<file path="src/design/mof_pkg.sv">
// Shared constants and control types of the median-of-five filter.
`default_nettype none

package mof_pkg;

  // Window of the median and depth of the sample history
  localparam int unsigned TAPS       = 5;
  localparam int unsigned HIST_DEPTH = TAPS - 1;
  // Raw samples at each end of a sequence
  localparam int unsigned EDGE       = 2;

  // Per-sequence sample count, saturating at the history depth
  localparam int unsigned CNT_W      = 3;
  localparam logic [CNT_W-1:0] CNT_EMIT   = CNT_W'(EDGE);
  localparam logic [CNT_W-1:0] CNT_MEDIAN = CNT_W'(HIST_DEPTH);
  localparam logic [CNT_W-1:0] CNT_ONE    = CNT_W'(1);

  // Job queue between front and back
  localparam int unsigned Q_DEPTH    = 4;
  localparam int unsigned Q_PTR_W    = $clog2(Q_DEPTH);
  localparam int unsigned Q_CNT_W    = $clog2(Q_DEPTH + 1);

  // Output beats one input can cause: first, previous raw, last raw
  localparam int unsigned MAX_BEATS  = 3;
  localparam int unsigned SLOT_FIRST = 0;
  localparam int unsigned SLOT_PREV  = 1;
  localparam int unsigned SLOT_LAST  = 2;

  // Classification of one accepted input
  typedef struct packed {
    logic emit_first;  // an output two samples back is due
    logic first_med;   // that output is a median, not a raw edge sample
    logic emit_prev;   // last input: previous raw sample follows
    logic is_last;     // last input: raw last sample closes the sequence
  } job_ctl_t;

endpackage

`default_nettype wire

</file>
<file path="src/design/mof_front.sv">
// Front end: accepts samples, keeps the history and classifies each input.
`default_nettype none

module mof_front #(
  parameter int unsigned SAMPLE_WIDTH = 16
) (
  input  logic                                        clk_i,
  input  logic                                        rst_ni,
  input  logic                                        valid_i,
  input  logic [SAMPLE_WIDTH-1:0]                     sample_i,
  input  logic                                        is_last_i,
  input  logic                                        q_full_i,
  output logic                                        ready_o,
  output logic                                        push_o,
  output mof_pkg::job_ctl_t                           ctl_o,
  output logic [mof_pkg::TAPS-1:0][SAMPLE_WIDTH-1:0]  win_o
);
  import mof_pkg::*;

  logic [HIST_DEPTH-1:0][SAMPLE_WIDTH-1:0] hist_q;
  logic [CNT_W-1:0]                        cnt_q, cnt_d;

  assign ready_o = !q_full_i;
  assign push_o  = valid_i && !q_full_i;

  // Classify against the count of samples already seen
  always_comb begin
    ctl_o.emit_first = (cnt_q >= CNT_EMIT);
    ctl_o.first_med  = (cnt_q == CNT_MEDIAN);
    ctl_o.emit_prev  = is_last_i && (cnt_q != '0);
    ctl_o.is_last    = is_last_i;
  end

  // Window: oldest history first, new sample last
  always_comb begin
    for (int i = 0; i < HIST_DEPTH; i++) begin
      win_o[i] = hist_q[i];
    end
    win_o[TAPS-1] = sample_i;
  end

  // Count: restart after the last sample, saturate at the history depth
  always_comb begin
    cnt_d = cnt_q;
    if (push_o) begin
      if (is_last_i) begin
        cnt_d = '0;
      end else if (cnt_q != CNT_MEDIAN) begin
        cnt_d = cnt_q + CNT_ONE;
      end
    end
  end

  always_ff @(posedge clk_i or negedge rst_ni) begin
    if (!rst_ni) begin
      cnt_q <= '0;
    end else begin
      cnt_q <= cnt_d;
    end
  end

  // Shift the history; entries are only read once written in this sequence
  always_ff @(posedge clk_i) begin
    if (push_o && !is_last_i) begin
      for (int i = 0; i < HIST_DEPTH - 1; i++) begin
        hist_q[i] <= hist_q[i+1];
      end
      hist_q[HIST_DEPTH-1] <= sample_i;
    end
  end

endmodule

`default_nettype wire

</file>
<file path="src/design/mof_queue.sv">
// Short job queue between the front end and the median back end.
`default_nettype none

module mof_queue #(
  parameter int unsigned SAMPLE_WIDTH = 16
) (
  input  logic                                        clk_i,
  input  logic                                        rst_ni,
  input  logic                                        push_i,
  input  mof_pkg::job_ctl_t                           ctl_i,
  input  logic [mof_pkg::TAPS-1:0][SAMPLE_WIDTH-1:0]  win_i,
  input  logic                                        pop_i,
  output logic                                        full_o,
  output logic                                        empty_o,
  output mof_pkg::job_ctl_t                           ctl_o,
  output logic [mof_pkg::TAPS-1:0][SAMPLE_WIDTH-1:0]  win_o
);
  import mof_pkg::*;

  job_ctl_t                              ctl_mem_q [Q_DEPTH];
  logic [TAPS-1:0][SAMPLE_WIDTH-1:0]     win_mem_q [Q_DEPTH];
  logic [Q_PTR_W-1:0]                    wr_ptr_q, rd_ptr_q;
  logic [Q_CNT_W-1:0]                    cnt_q;

  assign full_o  = (cnt_q == Q_CNT_W'(Q_DEPTH));
  assign empty_o = (cnt_q == '0);
  assign ctl_o   = ctl_mem_q[rd_ptr_q];
  assign win_o   = win_mem_q[rd_ptr_q];

  // Advance pointers and occupancy
  always_ff @(posedge clk_i or negedge rst_ni) begin
    if (!rst_ni) begin
      wr_ptr_q <= '0;
      rd_ptr_q <= '0;
      cnt_q    <= '0;
    end else begin
      if (push_i) begin
        wr_ptr_q <= wr_ptr_q + Q_PTR_W'(1);
      end
      if (pop_i) begin
        rd_ptr_q <= rd_ptr_q + Q_PTR_W'(1);
      end
      if (push_i && !pop_i) begin
        cnt_q <= cnt_q + Q_CNT_W'(1);
      end else if (pop_i && !push_i) begin
        cnt_q <= cnt_q - Q_CNT_W'(1);
      end
    end
  end

  // Store the job
  always_ff @(posedge clk_i) begin
    if (push_i) begin
      ctl_mem_q[wr_ptr_q] <= ctl_i;
      win_mem_q[wr_ptr_q] <= win_i;
    end
  end

endmodule

`default_nettype wire

</file>
<file path="src/design/mof_median.sv">
// Pipelined median-of-five compare-exchange network, stalled as one unit.
`default_nettype none

module mof_median #(
  parameter int unsigned SAMPLE_WIDTH = 16
) (
  input  logic                                        clk_i,
  input  logic                                        rst_ni,
  input  logic                                        adv_i,
  input  logic                                        valid_i,
  input  mof_pkg::job_ctl_t                           ctl_i,
  input  logic [mof_pkg::TAPS-1:0][SAMPLE_WIDTH-1:0]  win_i,
  output logic                                        valid_o,
  output mof_pkg::job_ctl_t                           ctl_o,
  output logic [SAMPLE_WIDTH-1:0]                     med_o,
  output logic [SAMPLE_WIDTH-1:0]                     raw2_o,
  output logic [SAMPLE_WIDTH-1:0]                     raw3_o,
  output logic [SAMPLE_WIDTH-1:0]                     raw4_o
);
  import mof_pkg::*;

  logic                           s1_vld_q, s2_vld_q, s3_vld_q;
  job_ctl_t                       s1_ctl_q, s2_ctl_q, s3_ctl_q;
  logic [2:0][SAMPLE_WIDTH-1:0]   s1_raw_q, s2_raw_q, s3_raw_q;

  // Stage 1: sorted pairs (a<=b), (c<=d) and the new sample e
  logic signed [SAMPLE_WIDTH-1:0] s1_a_q, s1_b_q, s1_c_q, s1_d_q, s1_e_q;
  // Stage 2: sorted pair (p<=q), lone x, and e
  logic signed [SAMPLE_WIDTH-1:0] s2_p_q, s2_q_q, s2_x_q, s2_e_q;
  // Stage 3: sorted pairs (p<=q), (r<=t)
  logic signed [SAMPLE_WIDTH-1:0] s3_p_q, s3_q_q, s3_r_q, s3_t_q;

  logic signed [SAMPLE_WIDTH-1:0] w0, w1, w2, w3;
  logic                           ab_swap, cd_swap, drop_a, ex_swap;

  assign w0      = $signed(win_i[0]);
  assign w1      = $signed(win_i[1]);
  assign w2      = $signed(win_i[2]);
  assign w3      = $signed(win_i[3]);
  assign ab_swap = (w0 > w1);
  assign cd_swap = (w2 > w3);
  assign drop_a  = (s1_a_q <= s1_c_q);
  assign ex_swap = (s2_e_q > s2_x_q);

  // Advance valid bits together
  always_ff @(posedge clk_i or negedge rst_ni) begin
    if (!rst_ni) begin
      s1_vld_q <= 1'b0;
      s2_vld_q <= 1'b0;
      s3_vld_q <= 1'b0;
    end else if (adv_i) begin
      s1_vld_q <= valid_i;
      s2_vld_q <= s1_vld_q;
      s3_vld_q <= s2_vld_q;
    end
  end

  always_ff @(posedge clk_i) begin
    if (adv_i) begin
      // Stage 1: order both pairs
      s1_ctl_q <= ctl_i;
      s1_raw_q <= {win_i[4], win_i[3], win_i[2]};
      s1_a_q   <= ab_swap ? w1 : w0;
      s1_b_q   <= ab_swap ? w0 : w1;
      s1_c_q   <= cd_swap ? w3 : w2;
      s1_d_q   <= cd_swap ? w2 : w3;
      s1_e_q   <= $signed(win_i[TAPS-1]);
      // Stage 2: drop the smaller of the two pair minima
      s2_ctl_q <= s1_ctl_q;
      s2_raw_q <= s1_raw_q;
      s2_p_q   <= drop_a ? s1_c_q : s1_a_q;
      s2_q_q   <= drop_a ? s1_d_q : s1_b_q;
      s2_x_q   <= drop_a ? s1_b_q : s1_d_q;
      s2_e_q   <= s1_e_q;
      // Stage 3: pair the lone sample with e
      s3_ctl_q <= s2_ctl_q;
      s3_raw_q <= s2_raw_q;
      s3_p_q   <= s2_p_q;
      s3_q_q   <= s2_q_q;
      s3_r_q   <= ex_swap ? s2_x_q : s2_e_q;
      s3_t_q   <= ex_swap ? s2_e_q : s2_x_q;
    end
  end

  // Final: drop the smaller pair minimum again, median is the least of the rest
  always_comb begin
    if (s3_r_q <= s3_p_q) begin
      med_o = (s3_t_q <= s3_p_q) ? s3_t_q : s3_p_q;
    end else begin
      med_o = (s3_q_q <= s3_r_q) ? s3_q_q : s3_r_q;
    end
  end

  assign valid_o = s3_vld_q;
  assign ctl_o   = s3_ctl_q;
  assign raw2_o  = s3_raw_q[0];
  assign raw3_o  = s3_raw_q[1];
  assign raw4_o  = s3_raw_q[2];

endmodule

`default_nettype wire

</file>
<file path="src/design/mof_back.sv">
// Back end: runs jobs through the median network and issues their output beats.
`default_nettype none

module mof_back #(
  parameter int unsigned SAMPLE_WIDTH = 16
) (
  input  logic                                        clk_i,
  input  logic                                        rst_ni,
  input  logic                                        q_empty_i,
  input  mof_pkg::job_ctl_t                           q_ctl_i,
  input  logic [mof_pkg::TAPS-1:0][SAMPLE_WIDTH-1:0]  q_win_i,
  output logic                                        q_pop_o,
  output logic                                        out_valid_o,
  input  logic                                        out_ready_i,
  output logic [SAMPLE_WIDTH-1:0]                     out_data_o,
  output logic                                        out_last_o
);
  import mof_pkg::*;

  logic                                   med_vld;
  job_ctl_t                               med_ctl;
  logic [SAMPLE_WIDTH-1:0]                med_val, raw2, raw3, raw4;
  logic [MAX_BEATS-1:0]                   pend_q, pend_d;
  logic [MAX_BEATS-1:0][SAMPLE_WIDTH-1:0] slot_q;
  logic                                   beat_done, free, adv;

  assign beat_done = out_valid_o && out_ready_i;
  // Free when empty or the only pending beat leaves now
  assign free      = (pend_q == '0) ||
                     (beat_done && ((pend_q & (pend_q - MAX_BEATS'(1))) == '0));
  assign adv       = free;
  assign q_pop_o   = adv && !q_empty_i;

  mof_median #(
    .SAMPLE_WIDTH (SAMPLE_WIDTH)
  ) u_median (
    .clk_i   (clk_i),
    .rst_ni  (rst_ni),
    .adv_i   (adv),
    .valid_i (!q_empty_i),
    .ctl_i   (q_ctl_i),
    .win_i   (q_win_i),
    .valid_o (med_vld),
    .ctl_o   (med_ctl),
    .med_o   (med_val),
    .raw2_o  (raw2),
    .raw3_o  (raw3),
    .raw4_o  (raw4)
  );

  // Load a finished job or drop the beat just taken
  always_comb begin
    pend_d = pend_q;
    if (adv) begin
      if (med_vld) begin
        pend_d[SLOT_FIRST] = med_ctl.emit_first;
        pend_d[SLOT_PREV]  = med_ctl.emit_prev;
        pend_d[SLOT_LAST]  = med_ctl.is_last;
      end else begin
        pend_d = '0;
      end
    end else if (beat_done) begin
      pend_d = pend_q & (pend_q - MAX_BEATS'(1));
    end
  end

  always_ff @(posedge clk_i or negedge rst_ni) begin
    if (!rst_ni) begin
      pend_q <= '0;
    end else begin
      pend_q <= pend_d;
    end
  end

  always_ff @(posedge clk_i) begin
    if (adv && med_vld) begin
      slot_q[SLOT_FIRST] <= med_ctl.first_med ? med_val : raw2;
      slot_q[SLOT_PREV]  <= raw3;
      slot_q[SLOT_LAST]  <= raw4;
    end
  end

  // Present the oldest pending beat
  assign out_valid_o = (pend_q != '0);
  always_comb begin
    if (pend_q[SLOT_FIRST]) begin
      out_data_o = slot_q[SLOT_FIRST];
      out_last_o = 1'b0;
    end else if (pend_q[SLOT_PREV]) begin
      out_data_o = slot_q[SLOT_PREV];
      out_last_o = 1'b0;
    end else begin
      out_data_o = slot_q[SLOT_LAST];
      out_last_o = pend_q[SLOT_LAST];
    end
  end

endmodule

`default_nettype wire

</file>
<file path="src/design/median_of_five_filter.sv">
// Top level of the sliding median-of-five stream filter.
//
//   channel   direction  tdata (low bit up)         tlast
//   s_axis    in         sample [SAMPLE_WIDTH-1:0]  is_last
//   m_axis    out        filtered [SAMPLE_WIDTH-1:0] last_out
//
// One input beat is taken per cycle while the four-entry job queue has room.
// Each beat passes the queue, three network registers and the output slots
// before its first output beat is offered.
// A last sample causes up to three output beats, one per cycle while the
// output is ready, and holds the network until its last beat is taken.
// Output stalls back up through the network into the queue before the input
// side is held. Reset clears the count, the queue and all valid bits at once.
`default_nettype none

module median_of_five_filter #(
  parameter int unsigned SAMPLE_WIDTH = 16
) (
  input  logic                                   clk_i,
  input  logic                                   rst_ni,
  input  logic                                   s_axis_tvalid_i,
  output logic                                   s_axis_tready_o,
  input  logic [((SAMPLE_WIDTH+7)/8)*8-1:0]      s_axis_tdata_i,  // sample
  input  logic                                   s_axis_tlast_i,  // is_last
  output logic                                   m_axis_tvalid_o,
  input  logic                                   m_axis_tready_i,
  output logic [((SAMPLE_WIDTH+7)/8)*8-1:0]      m_axis_tdata_o,  // filtered
  output logic                                   m_axis_tlast_o   // last_out
);
  import mof_pkg::*;

  localparam int unsigned DATA_W = ((SAMPLE_WIDTH + 7) / 8) * 8;

  logic                              push, pop, q_full, q_empty;
  job_ctl_t                          f_ctl, q_ctl;
  logic [TAPS-1:0][SAMPLE_WIDTH-1:0] f_win, q_win;
  logic [SAMPLE_WIDTH-1:0]           out_data;

  mof_front #(
    .SAMPLE_WIDTH (SAMPLE_WIDTH)
  ) u_front (
    .clk_i     (clk_i),
    .rst_ni    (rst_ni),
    .valid_i   (s_axis_tvalid_i),
    .sample_i  (s_axis_tdata_i[SAMPLE_WIDTH-1:0]),
    .is_last_i (s_axis_tlast_i),
    .q_full_i  (q_full),
    .ready_o   (s_axis_tready_o),
    .push_o    (push),
    .ctl_o     (f_ctl),
    .win_o     (f_win)
  );

  mof_queue #(
    .SAMPLE_WIDTH (SAMPLE_WIDTH)
  ) u_queue (
    .clk_i   (clk_i),
    .rst_ni  (rst_ni),
    .push_i  (push),
    .ctl_i   (f_ctl),
    .win_i   (f_win),
    .pop_i   (pop),
    .full_o  (q_full),
    .empty_o (q_empty),
    .ctl_o   (q_ctl),
    .win_o   (q_win)
  );

  mof_back #(
    .SAMPLE_WIDTH (SAMPLE_WIDTH)
  ) u_back (
    .clk_i       (clk_i),
    .rst_ni      (rst_ni),
    .q_empty_i   (q_empty),
    .q_ctl_i     (q_ctl),
    .q_win_i     (q_win),
    .q_pop_o     (pop),
    .out_valid_o (m_axis_tvalid_o),
    .out_ready_i (m_axis_tready_i),
    .out_data_o  (out_data),
    .out_last_o  (m_axis_tlast_o)
  );

  // Zero-fill the beat to whole bytes
  assign m_axis_tdata_o = DATA_W'(out_data);

endmodule

`default_nettype wire
</file>
<file path="config.mk">
export PLATFORM = sky130hd
export DESIGN_NAME = median_of_five_filter
export DESIGN_NICKNAME = d
export VERILOG_FILES = /design/src/design/mof_pkg.sv /design/src/design/mof_front.sv /design/src/design/mof_queue.sv /design/src/design/mof_median.sv /design/src/design/mof_back.sv /design/src/design/median_of_five_filter.sv
export SDC_FILE = /design/constraint.sdc
export NUM_CORES = 1
export LEC_CHECK = 0
export BUFFER_PORTS_ARGS = -buffer_cell sky130_fd_sc_hd__buf_2
export CORE_UTILIZATION = 45
export CTS_BUF_LIST = sky130_fd_sc_hd__clkbuf_16
export DETAILED_ROUTE_END_ITERATION = 16
export PLACE_DENSITY = 0.67
export SYNTH_ARGS = -nofsm -noshare
export SYNTH_HDL_FRONTEND = slang
export SYNTH_HIERARCHICAL = 1
export SYNTH_SLANG_ARGS = --single-unit
</file>
<file path="constraint.sdc">
create_clock -name clk_i -period 9.05 [get_ports clk_i]
set_input_delay 1.3575 -clock clk_i [delete_from_list [all_inputs] [get_ports clk_i]]
set_output_delay 1.3575 -clock clk_i [all_outputs]
set_load 0.005 [all_outputs]
</file>
==> results.py <==
metrics = {
    "outcome": {
        "status": "finished, final reports clean",
    },
    "synthesis": {
        "synth.distinct_cells": 63,
        "yosysTopAreaCellShare_pct": 72.5,
        "muxShareOfSynthArea_pct": 14.0,
        "yosysTopAreaCell": "edfxtp_1",
        "synth-edff-count": 780,
        "yosys.area_share.xor_xnor_pct": 0.163,
        "synth_compound_area_share_pct": 2.39,
        "async_flop_share_pct": 2.01,
        "synthSimpleGateAreaFrac_pct": 2.13,
        "synth_top_family_by_area": "multiplexers",
        "yosys-top-cells-area": "edfxtp_1, mux4_2, ha_1, mux2_2, mux2i_1",
        "synth_nets": 1802,
        "synth_cells": 1660,
        "ys_seq_area_share_pct": 73.7,
        "syn-cell-area_sq_um": 32300,
        "synthAdderAreaFrac_pct": 4.71,
        "synth-seq-cells": 796,
        "yosys_warnings": 6,
        "synth_top_flop_cell": "edfxtp_1",
        "syn_area_per_cell_sq_um": 19.5,
    },
    "drt": {
        "first_pass_iters": 5,
        "ant_nets": 0,
        "drt_iter0_markers": 1258,
        "wl_per_cell_um": 22.8,
        "drc_errors": 0,
        "routed_wl_um": 62200,
        "num_vias": 14598,
        "via_per_inst": 5.34,
    },
    "cells_and_area": {
        "n_antenna_cell": 0,
        "regArea_sq_um": 23800,
        "nets": 1870,
        "drive_gt1_share_pct": 24.1,
        "stdcell_area_sq_um": 36000,
        "num-fill-cells": 5494,
        "areaGrowthSynthToFinish_pct": 11.4,
        "multi_input_comb_area_sq_um": 7600,
    },
    "worst_setup_path": {
        "cp_slowest_cell": "dfrtp_4",
        "cp-startpoint": "u_queue/rd_ptr_q[0]$_DFFE_PN0P_",
        "critPathBufInv": 2,
        "cp-start-kind": "register",
        "cp_slowest_stage_delay_ns": 1.03,
        "required_ns": 9.42,
        "r2r-start": "u_queue/rd_ptr_q[0]$_DFFE_PN0P_",
        "path_class": "register to register",
        "crit_arrival_ns": 5.32,
        "critical-path-top-delay-family": "multiplexers",
        "worst_r2r_path_depth": 10,
        "r2r_end": "u_back/u_median/s1_d_q[13]$_DFFE_PP_",
        "cp-end-kind": "register",
        "cp_max_fo": 47,
        "crit_end": "u_back/u_median/s1_d_q[13]$_DFFE_PP_",
        "critical_path_depth": 10,
        "r2r_slack_ns": 4.10,
        "path_cells": "buf_4 -> mux4_2 -> inv_1 -> ha_1 -> and4_2 -> a221o_1 -> a221oi_2 -> or4b_1 -> o221a_4 -> mux2_4",
    },
    "global_route": {
        "grtUsageTotal_pct": 17.2,
        "grt_remaining_overflow": 0,
        "grt_pass1_wl_um": 93800,
        "grt_pass1_vias": 14983,
        "grt_max_degree": 196,
        "antenna_found_initial": 0,
    },
    "die": {
        "initial_core_util_pct": 45.8,
        "rows": 97,
        "die-height_um": 270,
        "die_w_um": 270,
        "die_area_sq_um": 72900,
        "pin_count": 40,
        "core_area_sq_um": 70500,
    },
    "clock_network": {
        "cts_buffers": 79,
        "cts_tree": "built",
        "cts_resized": 0,
        "cts-hold-fix-buffers": 0,
        "cts_root_buf": "clkbuf_16",
        "post_cts_buffers": 0,
        "clk_latency_ns": 0.61,
        "cts.htree.levels": 3,
        "cts.sinks": 796,
        "path_clk_slew_ns": 0.06,
        "clock_path_buffers": 3,
    },
    "flow_run": {
        "maxCapViolCount": 0,
    },
    "hold_path": {
        "hp-class": "register to register",
    },
    "timing": {
        "tightest_slew_ns": 1.26,
        "finalHoldViolCount": 0,
        "finalMaxSlewViolations": 0,
        "final-setup-viol-count": 0,
        "layout_worst_path_cycle_share_pct": 54.7,
        "max_freq_mhz": 202,
        "min_period_ns": 4.95,
        "skew_ns": 0.0170,
        "fin_setup_tns_ns": 0,
        "rsz0062_at_grt": "false",
        "slew_headroom_pct": 15.7,
    },
    "placement": {
        "hpwl_um": 40200,
        "numPortBuffers": 39,
        "place_congestion": 0.861,
        "placed_cell_area_sq_um": 33400,
    },
}
## cell usage after synthesis (9+ instances only)
master    count
nand4_1      16
buf_4        22
mux4_2       84
mux2_2      124
mux2_1       10
mux2i_1      68
a21o_1       18
inv_1       110
buf_2        22
nor2_1       17
edfxtp_1    780
o21ai_1      16
a21oi_1      38
ha_1        120
dfrtp_1      16
o21ai_0      10
nand3_1       9
nand2_1      34
mux2_4       30
## layer usage
| layer | share of wire [%] | track usage [%] | up-vias |
|---|---|---|---|
| met1 | 46 | 24.8 | 7466 |
| met4 | 2.4 | 5.05 | 0 |
| met2 | 47 | 27.0 | 357 |
| li1 | - | - | 6682 |
| met3 | 4.5 | 2.76 | 93 |
| met5 | 0 | 0 | - |
## sequential cells by signal, indices dropped and copies added, names as in the netlist, 32 cells and up
signal / flops
u_queue/win_mem_q: 320
u_back/slot_q: 48
u_back/u_median/s2_raw_q: 32
u_front/win_o: 64
u_back/u_median/s1_raw_q: 32
## how the worst min path moves through the flow
stage / from / to / slack [ns] / depth (start not counted)
3_3_place_gp: u_back/u_median/s1_raw_q[2]$_DFFE_PP_ / u_back/u_median/s2_raw_q[2]$_DFFE_PP_ / 0.40 / 0
5_1_grt: u_back/u_median/raw3_o[1]$_DFFE_PP_ / u_back/slot_q[17]$_DFFE_PP_ / 0.42 / 0
6_report: u_back/u_median/s2_raw_q[9]$_DFFE_PP_ / u_back/u_median/raw2_o[9]$_DFFE_PP_ / 0.42 / 0
2_1_floorplan: u_back/u_median/raw3_o[0]$_DFFE_PP_ / u_back/slot_q[16]$_DFFE_PP_ / 0.40 / 0
3_5_place_dp: u_back/u_median/s2_raw_q[19]$_DFFE_PP_ / u_back/u_median/raw3_o[3]$_DFFE_PP_ / 0.40 / 0
4_1_cts: u_back/u_median/s1_raw_q[25]$_DFFE_PP_ / u_back/u_median/s2_raw_q[25]$_DFFE_PP_ / 0.42 / 0
## through the flow
| step | hold slack [ns] | utilization, % | cells | setup WS, ns |
|---|---|---|---|---|
| 2_1_floorplan | 0.400 | - | 1660 | 1.93 |
| 3_3_place_gp | 0.401 | 47.3 | 2587 | 3.95 |
| 3_5_place_dp | 0.405 | 47.3 | 2587 | 4.00 |
| 4_1_cts | 0.418 | 51.1 | 2732 | 4.00 |
| 5_1_grt | 0.418 | 51.1 | 2732 | 3.83 |
| 6_report | 0.416 | 51.1 | 2732 | 4.10 |
## cells by family (layout without fill, tap and decap cells)
group | Yosys count | count (layout)
XOR/XNOR | 6 | 6
AO/OA/AOI/OAI | 117 | 117
buffers and inverters | 178 | 310
flip-flops | 796 | 796
adder cells (fa/ha/maj) | 121 | 121
AND/OR/NAND/NOR | 126 | 126
multiplexers | 316 | 316
## layout by cell type (no fill, tap or decap), types with 9 or more instances in the layout
| cell type | count |
|---|---|
| buf_4 | 13 |
| mux2_2 | 124 |
| clkinv_2 | 13 |
| a21oi_1 | 35 |
| edfxtp_1 | 780 |
| nand3_1 | 9 |
| nand2_1 | 34 |
| a21o_1 | 18 |
| nand4_1 | 16 |
| mux2i_1 | 68 |
| o21ai_0 | 10 |
| mux4_2 | 84 |
| clkinv_1 | 16 |
| mux2_1 | 10 |
| bufinv_16 | 12 |
| dfrtp_1 | 14 |
| clkbuf_16 | 81 |
| inv_1 | 121 |
| buf_2 | 39 |
| o21ai_1 | 16 |
| nor2_1 | 17 |
| mux2_4 | 30 |
| ha_1 | 120 |
## area by class of cell
type / count / share of cell area (%)
clock inverters: 64 / 1.76
clock buffers: 81 / 5.63
inverters: 112 / 1.20
multi-input cells: 686 / 21.1
well taps: 940 / 3.27
repair buffers: 53 / 0.869
flip-flops and latches: 796 / 66.2
Power is left out: the tool's default activity adds up to more than one toggle a clock period on the data nets, which glitch-free logic cannot reach.
